$ cat src/mandelbrot_membership_iterator_unit_defines.svh
// Assertion macros shared by the iterator RTL.
`ifndef MANDELBROT_MEMBERSHIP_ITERATOR_UNIT_DEFINES_SVH
`define MANDELBROT_MEMBERSHIP_ITERATOR_UNIT_DEFINES_SVH
// Assert that a property holds on every clock edge outside reset.
`define MMI_ASSERT(label, prop, msg) \
  label: assert property (@(posedge clk_i) disable iff (!rst_ni) (prop)) else $error(msg);
// Assert that a condition implies another in the following cycle.
`define MMI_ASSERT_NEXT(label, cond, prop, msg) \
  label: assert property (@(posedge clk_i) disable iff (!rst_ni) (cond) |=> (prop)) \
    else $error(msg);
`endif

$ cat src/mmi_pkg.sv
// Package with constants, types and helpers for the Mandelbrot iterator.
`timescale 1ns / 1ps
package mmi_pkg;
  localparam int FracBits = 60;
  localparam logic signed [63:0] FxOne = 64'sd1 <<< FracBits;
  localparam logic signed [63:0] K115 = FxOne + (3 * FxOne + 10) / 20;
  localparam logic signed [63:0] KM20 = -2 * FxOne;
  localparam logic signed [63:0] K049 = FxOne / 2 - (FxOne + 50) / 100;
  localparam logic signed [63:0] K40 = 4 * FxOne;
  localparam logic signed [63:0] K025 = FxOne / 4;
  localparam logic signed [63:0] K05 = FxOne / 2;
  localparam logic signed [63:0] KM075 = -(3 * FxOne) / 4;
  localparam logic signed [63:0] KM125 = -(5 * FxOne) / 4;
  localparam logic signed [63:0] K00625 = FxOne / 16;
  localparam logic signed [63:0] K0375 = (3 * FxOne) / 8;
  localparam logic signed [63:0] K065 = FxOne / 2 + (3 * FxOne + 10) / 20;
  localparam logic signed [63:0] SMax = 64'sh7FFF_FFFF_FFFF_FFFF;
  localparam logic signed [63:0] SMin = -64'sh7FFF_FFFF_FFFF_FFFF - 64'sd1;

  localparam logic [2:0] OutOutside = 3'd0;
  localparam logic [2:0] OutInside  = 3'd1;
  localparam logic [2:0] OutEscaped = 3'd2;
  localparam logic [2:0] OutSettled = 3'd3;
  localparam logic [2:0] OutOrbit   = 3'd4;
  localparam logic [2:0] OutCap     = 3'd5;

  localparam logic [1:0] RegSettle = 2'd0;
  localparam logic [1:0] RegOrbit  = 2'd1;
  localparam logic [1:0] RegCap    = 2'd2;

  typedef struct packed {
    logic signed [63:0] a;
    logic signed [63:0] b;
  } mul_req_t;

  typedef struct packed {
    logic signed [63:0] p;
    logic               sat;
  } mul_rsp_t;

  function automatic logic signed [64:0] sadd(input logic signed [63:0] a,
                                              input logic signed [63:0] b);
    logic signed [64:0] r;
    r = {a[63], a} + {b[63], b};
    if (r[64] != r[63]) sadd = {1'b1, r[64] ? SMin : SMax};
    else sadd = {1'b0, r[63:0]};
  endfunction

  function automatic logic signed [64:0] ssub(input logic signed [63:0] a,
                                              input logic signed [63:0] b);
    logic signed [64:0] r;
    r = {a[63], a} - {b[63], b};
    if (r[64] != r[63]) ssub = {1'b1, r[64] ? SMin : SMax};
    else ssub = {1'b0, r[63:0]};
  endfunction

  function automatic logic [62:0] mag_diff(input logic signed [63:0] a,
                                           input logic signed [63:0] b);
    logic signed [64:0] d;
    logic signed [63:0] v;
    d = ssub(a, b);
    v = d[63:0];
    if (v == SMin) mag_diff = SMax[62:0];
    else if (v[63]) mag_diff = 63'(-v);
    else mag_diff = v[62:0];
  endfunction
endpackage

$ cat src/mmi_mul.sv
// Sequential saturating fixed-point multiplier, 32x32 partial products.
`timescale 1ns / 1ps
`include "mandelbrot_membership_iterator_unit_defines.svh"
module mmi_mul (
  input  logic              clk_i,
  input  logic              rst_ni,
  input  logic              start_i,
  input  mmi_pkg::mul_req_t req_i,
  output logic              done_o,
  output mmi_pkg::mul_rsp_t rsp_o
);
  import mmi_pkg::*;

  logic [63:0]  ua_q, ub_q;
  logic         neg_q;
  logic [127:0] acc_q;
  logic [2:0]   step_q;
  logic         busy_q, done_q;
  logic [63:0]  ua_d, ub_d;
  logic [31:0]  opa, opb;
  logic [63:0]  part;
  logic [127:0] acc_d, prod;
  logic [127:0] sh;

  assign ua_d = req_i.a[63] ? 64'(-req_i.a) : req_i.a;
  assign ub_d = req_i.b[63] ? 64'(-req_i.b) : req_i.b;

  always_comb begin
    unique case (step_q[1:0])
      2'd0: begin opa = ua_q[31:0];  opb = ub_q[31:0];  end
      2'd1: begin opa = ua_q[31:0];  opb = ub_q[63:32]; end
      2'd2: begin opa = ua_q[63:32]; opb = ub_q[31:0];  end
      default: begin opa = ua_q[63:32]; opb = ub_q[63:32]; end
    endcase
    part = opa * opb;
    unique case (step_q[1:0])
      2'd0: acc_d = acc_q + {64'd0, part};
      2'd1, 2'd2: acc_d = acc_q + {32'd0, part, 32'd0};
      default: acc_d = acc_q + {part, 64'd0};
    endcase
  end

  // Apply sign and shift of the finished magnitude product.
  always_comb begin
    prod = neg_q ? 128'(-acc_q) : acc_q;
    sh = 128'($signed(prod) >>> FracBits);
    rsp_o.sat = (sh[127:63] != {65{sh[63]}});
    rsp_o.p = rsp_o.sat ? (sh[127] ? SMin : SMax) : sh[63:0];
  end
  assign done_o = done_q;

  always_ff @(posedge clk_i or negedge rst_ni) begin
    if (!rst_ni) begin
      busy_q <= 1'b0;
      done_q <= 1'b0;
      step_q <= '0;
    end else begin
      done_q <= 1'b0;
      if (start_i) begin
        busy_q <= 1'b1;
        step_q <= '0;
      end else if (busy_q) begin
        step_q <= step_q + 3'd1;
        if (step_q == 3'd3) begin
          busy_q <= 1'b0;
          done_q <= 1'b1;
        end
      end
    end
  end

  always_ff @(posedge clk_i) begin
    if (start_i) begin
      ua_q <= ua_d;
      ub_q <= ub_d;
      neg_q <= req_i.a[63] ^ req_i.b[63];
      acc_q <= '0;
    end else if (busy_q) begin
      acc_q <= acc_d;
    end
  end

  `MMI_ASSERT_NEXT(a_done_pulse, done_q, !done_q, "mul done held two cycles")
  `MMI_ASSERT(a_no_restart, !(start_i && busy_q), "mul restarted while busy")
  `MMI_ASSERT_NEXT(a_step_bound, busy_q, step_q <= 3'd3 || !busy_q, "mul step overrun")
endmodule

$ cat config.mk
export PLATFORM = sky130hd
export DESIGN_NAME = mmi_mul
export DESIGN_NICKNAME = d
export VERILOG_FILES = /design/src/mmi_pkg.sv /design/src/mmi_mul.sv
export VERILOG_INCLUDE_DIRS = /design/src /design/src/src
export SDC_FILE = /design/constraint.sdc
export NUM_CORES = 2
export LEC_CHECK = 0
export BUFFER_PORTS_ARGS = -buffer_cell sky130_fd_sc_hd__clkbuf_2
export CORE_MARGIN = 5
export CORE_UTILIZATION = 45
export DETAILED_ROUTE_END_ITERATION = 8
export HOLD_SLACK_MARGIN = 0.08
export PLACE_DENSITY_LB_ADDON = 0.2
export SYNTH_ARGS = -nofsm -noshare
export SYNTH_HDL_FRONTEND = slang
export SYNTH_SLANG_ARGS = --single-unit
export TNS_END_PERCENT = 30
$ cat constraint.sdc
create_clock -name clk_i -period 39.6 [get_ports clk_i]
set_input_delay 3.96 -clock clk_i [delete_from_list [all_inputs] [get_ports clk_i]]
set_output_delay 3.96 -clock clk_i [all_outputs]
set_load 0.005 [all_outputs]
# [Word level (Yosys, flattened, before mapping)]
# Index checks and enable logic that the tools add are counted.
[classes] addsub=7 multipliers=1 n_eq_ne=4 muxes=16 bitwise_logic=1 n_reduce_logical=5
[op_table] cell="$pmux 128 s2" count=1
[op_table] cell="$add 128x128->128" count=1
[op_table] cell="$add 128x64->128" count=1
[op_table] cell="$add 128x96->128" count=1
[op_table] cell="$mux 128" count=1
[op_table] cell="$mux 64" count=2
[op_table] cell="$neg 128->128" count=1
[op_table] cell="$neg 64->64" count=2
[op_table] cell="$mux 63" count=2
[op_table] cell="$mul 32x32->64" count=1
[op_table] cell="$mux 32" count=2
[op_table] cell="$ne 64x64->1" count=1
[op_table] cell="$mux 1" count=6
[op_table] cell="$mux 3" count=2
[op_table] cell="$reduce_or 2->1" count=3
[op_table] cell="$add 3x1->3 const B" count=1
[op_table] cell="$eq 3x2->1 const B" count=1
[op_table] cell="$eq 2x1->1 const B" count=1
[op_table] cell="$eq 2x2->1 const B" count=1
[op_table] cell="$logic_not 2->1" count=1
[op_table] cell="$reduce_bool 2->1" count=1
[op_table] cell="$xor 1x1->1" count=1
[totals] reg_bits=262 out_inout_bits=66 wordCells=43

# [Depth between registers and ports, before layout]
[logic_depth] word_depth=6 mapped_depth=50 depth_no_buf=45

# [Worst setup path before layout]
# No wires, ideal clock.
[synth_timing] path_type="register -> register" start="register step_q[0]" end="register acc_q[121]" setup_time_ps=133 t_arrival_ps=12244 t_required_ps=39467 setup_slack_ps=27223 path_stages_with_launch=45 path_buffers=6 period_less_slack_ps=12377 cell_sequence="dfrtp_1 -> inv_1 -> ha_1 -> clkbuf_1 -> nor2_1 -> clkbuf_1 -> clkbuf_1 -> mux2i_1 -> clkbuf_1 -> nor2_1 -> fa_1 -> fa_1 -> fa_1 -> inv_1 -> fa_1 -> inv_1 -> fa_1 -> fa_1 -> [... 9 more ...] -> a221o_1 -> a21oi_1 -> and3_1 -> a21boi_0 -> a41o_1 -> o221ai_1 -> xnor2_1 -> ha_1 -> clkbuf_1 -> and4_1 -> nor2b_1 -> nand2_1 -> nor4_1 -> o211ai_1 -> a211oi_1 -> nand3_1 -> a2111oi_0 -> nor4_1"
[synth_via] elab_chain_cells=6 word_cells_on_any_way=13 cone_classes="3 x add/sub; 1 x mul; 2 x eq/ne; 3 x mux; 4 x reduce/logical"
[synth_rtl] element="from (decl)" line_no="mmi_mul.sv:17" text="logic [2:0] step_q;"
[synth_rtl] element="from (signal assigned)" line_no="mmi_mul.sv:63" text="step_q <= step_q + 3'd1;"
[synth_rtl] element="$eq 2x1->1 (tied with other cells)" line_no="mmi_mul.sv:29, mmi_mul.sv:36"
[synth_rtl] element="$reduce_or 2->1 (no source line)"
[synth_rtl] element="$mux 32" line_no="mmi_mul.sv:29" text="unique case (step_q[1:0])"
[synth_rtl] element="$mul 32x32->64" line_no="mmi_mul.sv:35" text="part = opa * opb;"
[synth_rtl] element="$add 128x128->128 (tied with other cells)" line_no="mmi_mul.sv:39" text="default: acc_d = acc_q + {part, 64'd0};"
[synth_rtl] element="$pmux 128 s2 (*)" line_no="mmi_mul.sv:36" text="unique case (step_q[1:0])"
[synth_rtl] element="to (signal assigned)" line_no="mmi_mul.sv:77" text="acc_q <= '0;"
[synth_rtl] element="to (signal assigned)" line_no="mmi_mul.sv:79" text="acc_q <= acc_d;"
[synth_rtl] element="to (decl)" line_no="mmi_mul.sv:16" text="logic [127:0] acc_q;"
# Mark *: on every way between the ends. The rest lies on a longest branch, timed or not.
# A chain may end at the register's enable or synchronous reset.

# [Final worst setup path]
[layout_timing] start="register step_q[0]" end="register acc_q[100]"
# Same word-level chain as after synthesis.

==> summary.md <==
| Metric | Value |
|---|---|
| Status | `complete, no violations` |
| Asr flop ratio synth | `1.91%` |
| Largest cells by area after synthesis | `fa_1 (29%), ha_1 (9.7%), edfxtp_1 (6.3%)` |
| Critical Path AT | `16.02 ns` |
| IO Port Bufs | `196` |
| Clock Root Buffer | `clkbuf_16` |
| # DRC | `0` |
| Max Fclk | `0.0643 GHz` |
| Clock Path Buffers | `3` |
| Clock Skews | `0.0503 ns` |
| # IOs | `197` |
| Final Critical Period | `15.56 ns` |
| Top cell type's share of synthesized area | `29.4%` |
| Number of global-route vias before repair | `56,900` |
| First-pass GRT wire length | `368 mm` |
| GRT busiest layer | `met2` |
| Critical path peak fanout | `37` |
| Via count | `57,400` |
| Warnings, synthesis | `0` |
| TritonCTS Buffers | `35` |
| Synthesized flop and latch total | `262` |
| Number of clock sinks | `262` |
| Routed WL per cell | `26.6 µm` |
| CP Class | `reg2reg` |
| Post-synth top flop | `edfxtp_1` |
| Worst path required time | `40.06 ns` |
| GPL Wtd Cong | `1.06` |
| Die Area | `0.144 mm²` |
| Postcts setup bufs | `0` |
| Post-cts resize count | `0` |
| Met1 GRT Util | `46.9%` |
| Sequential area share after synthesis | `10.7%` |
| Crit start category | `register` |
| Synth Instances | `7,497` |
| Hold Crit Class | `reg2reg` |
| Avg Synthesized Cell Area | `8.18 µm²` |
| Library cells used by synthesis | `90` |
| Area Overhead vs Synth | `7.20%` |
| Mapped cell area | `0.0613 mm²` |
| Total gr overflow | `0` |
| Critical path's largest stage delay | `1.06 ns` |
| CP most frequent cell | `fa_1` |
| Core ar. | `0.135 mm²` |
| Setup violators final | `0` |
| Iter 0 DRT Violations | `6,183` |
| Worst path top cell family by delay | `compound AO/OA/AOI/OAI gates` |
| Cell taking the most area after synthesis | `fa_1` |
| Slew Viols, Final | `0` |
| Buf+Inv Stages, Crit Path | `8` |
| Antenna Nets Post-Route | `0` |
| H-tree lvl count | `2` |
| Via/cell ratio | `6.16` |
| DP HPWL | `198 mm` |
| Cts hold-fix bufs | `0` |
| Worst-Skew Late Latency | `0.60 ns` |
| Share of layout cells above drive strength 1 | `8.08%` |
| Setup TNS | `0 ns` |
| Max-cap viol count | `0` |
| Rows | `135` |
| RSZ-0062 raised after global routing | `false` |
| Starting density of the core | `45.2%` |
| CP endpoint kind | `register` |
| Hold Vio Cnt, Final | `0` |
| Worst-Margin Slew | `1.37 ns` |
| Mapped Nets | `9,004` |
| Total Wirelength | `249 mm` |
| Slowest CP cell | `o21ai_0` |
| Drt pass-1 iters | `6` |
| Worst-path clk slew | `0.07 ns` |
| Die X | `379 µm` |
| Die Y-Extent | `379 µm` |
| Gr usage total | `34.2%` |
| GR Util met3 | `7.57%` |
| Number of synthesized flops with an enable pin | `129` |
| Fin crit share | `39.3%` |
| CTS tree | `yes` |
| Largest net degree at the start of global routing | `70` |
| Grt met2 use | `52.0%` |
| Max_slew headroom | `7.79%` |
| Final net count | `9,029` |
| Initial antenna violation count | `5` |
## metrics by stage
step	instances	cell area [µm²]	hold slack [ns]	utilization, %	setup slack [ns]
after floorplan	7497	61300	0.466	-	27.22
after global placement	9265	64600	0.494	47.7	24.22
after detailed placement	9265	64600	0.500	47.7	24.10
after CTS	9326	65700	0.506	48.5	24.10
after global routing	9327	65700	0.544	48.5	23.30
final	9329	65700	0.503	48.5	24.04
## worst register-to-register path, delay by kind of cell (launching register included)
kind	cells	cell delay [ns]
buf+inv	8	1.79
fa+ha+maj	11	5.06
mux	1	0.29
xor+xnor	1	0.76
flops	1	0.43
compound gates	13	5.38
simple gates	8	1.75
## synthesized netlist by cell type, types with 85 or more instances
library cell and count:
nor3_1 88, fa_1 899, edfxtp_1 129, inv_1 1006, ha_1 477, nand4_1 85, clkbuf_1 367, nor2_1 897
dfxtp_1 128, nand2_1 891, o21ai_0 348, xnor2_1 309, a21o_1 124, nand3_1 107, a21oi_1 374, xor2_1 132
## per-layer routing
layer | share of wire [%] | wire length [µm]
met1 | 41 | 101000
met2 | 43 | 107000
met3 | 11 | 27300
met4 | 5.4 | 13400
met5 | 0.0052 | 13
## path summary, 6_finish.rpt
check                           slack [ns]                       to  cells past startpoint                   from
worst max-delay path                 24.04  acc_q[100]$_SDFFE_PP0P_                     42  step_q[0]$_DFFE_PN0P_
worst min-delay path                  0.50    acc_q[1]$_SDFFE_PP0P_                      2  acc_q[1]$_SDFFE_PP0P_
worst max register to register       24.04  acc_q[100]$_SDFFE_PP0P_                     42  step_q[0]$_DFFE_PN0P_
worst min register to register        0.50    acc_q[1]$_SDFFE_PP0P_                      2  acc_q[1]$_SDFFE_PP0P_
max in group asynchronous            35.97    step_q[0]$_DFFE_PN0P_                      1                 rst_ni
min in group asynchronous             3.29         done_o$_DFF_PN0_                      1                 rst_ni
## flip-flops by register name, summed over array words and instances, names as in the netlist
register and flops:
done_o 1, acc_q 128, ua_q 64, step_q 3, ub_q 64, busy_q 1
neg_q 1
## cell families after synthesis
| group | count (synthesis) | synth area share, % |
|---|---|---|
| buffers and inverters | 1389 | 8.51 |
| flip-flops | 262 | 10.7 |
| multiplexers | 137 | 2.37 |
| AND/OR/NAND/NOR | 2418 | 17.4 |
| XOR/XNOR | 441 | 6.30 |
| adder cells (fa/ha/maj) | 1376 | 39.1 |
| AO/OA/AOI/OAI | 1474 | 15.7 |
## cell type report
type                       count  area [µm²]
antenna                        2        5.00
clock buffer                  49        1010
clock inverter                12        67.6
fill                       13500       69800
inverter                    1008        3780
multi-input combinational   5846       49800
sequential                   262        6560
tap                         1781        2230
timing repair buffer         369        2290
## cell usage in the layout (no fill, tap or decap), types with 172 or more instances in the layout
| cell type | count |
|---|---|
| a21oi_1 | 374 |
| buf_4 | 172 |
| clkbuf_2 | 195 |
| fa_1 | 899 |
| ha_1 | 475 |
| inv_1 | 1005 |
| nand2_1 | 891 |
| nor2_1 | 890 |
| o21ai_0 | 348 |
| xnor2_1 | 309 |
Power is left out: the tool's default activity adds up to more than one toggle a clock period on the data nets, which glitch-free logic cannot reach.
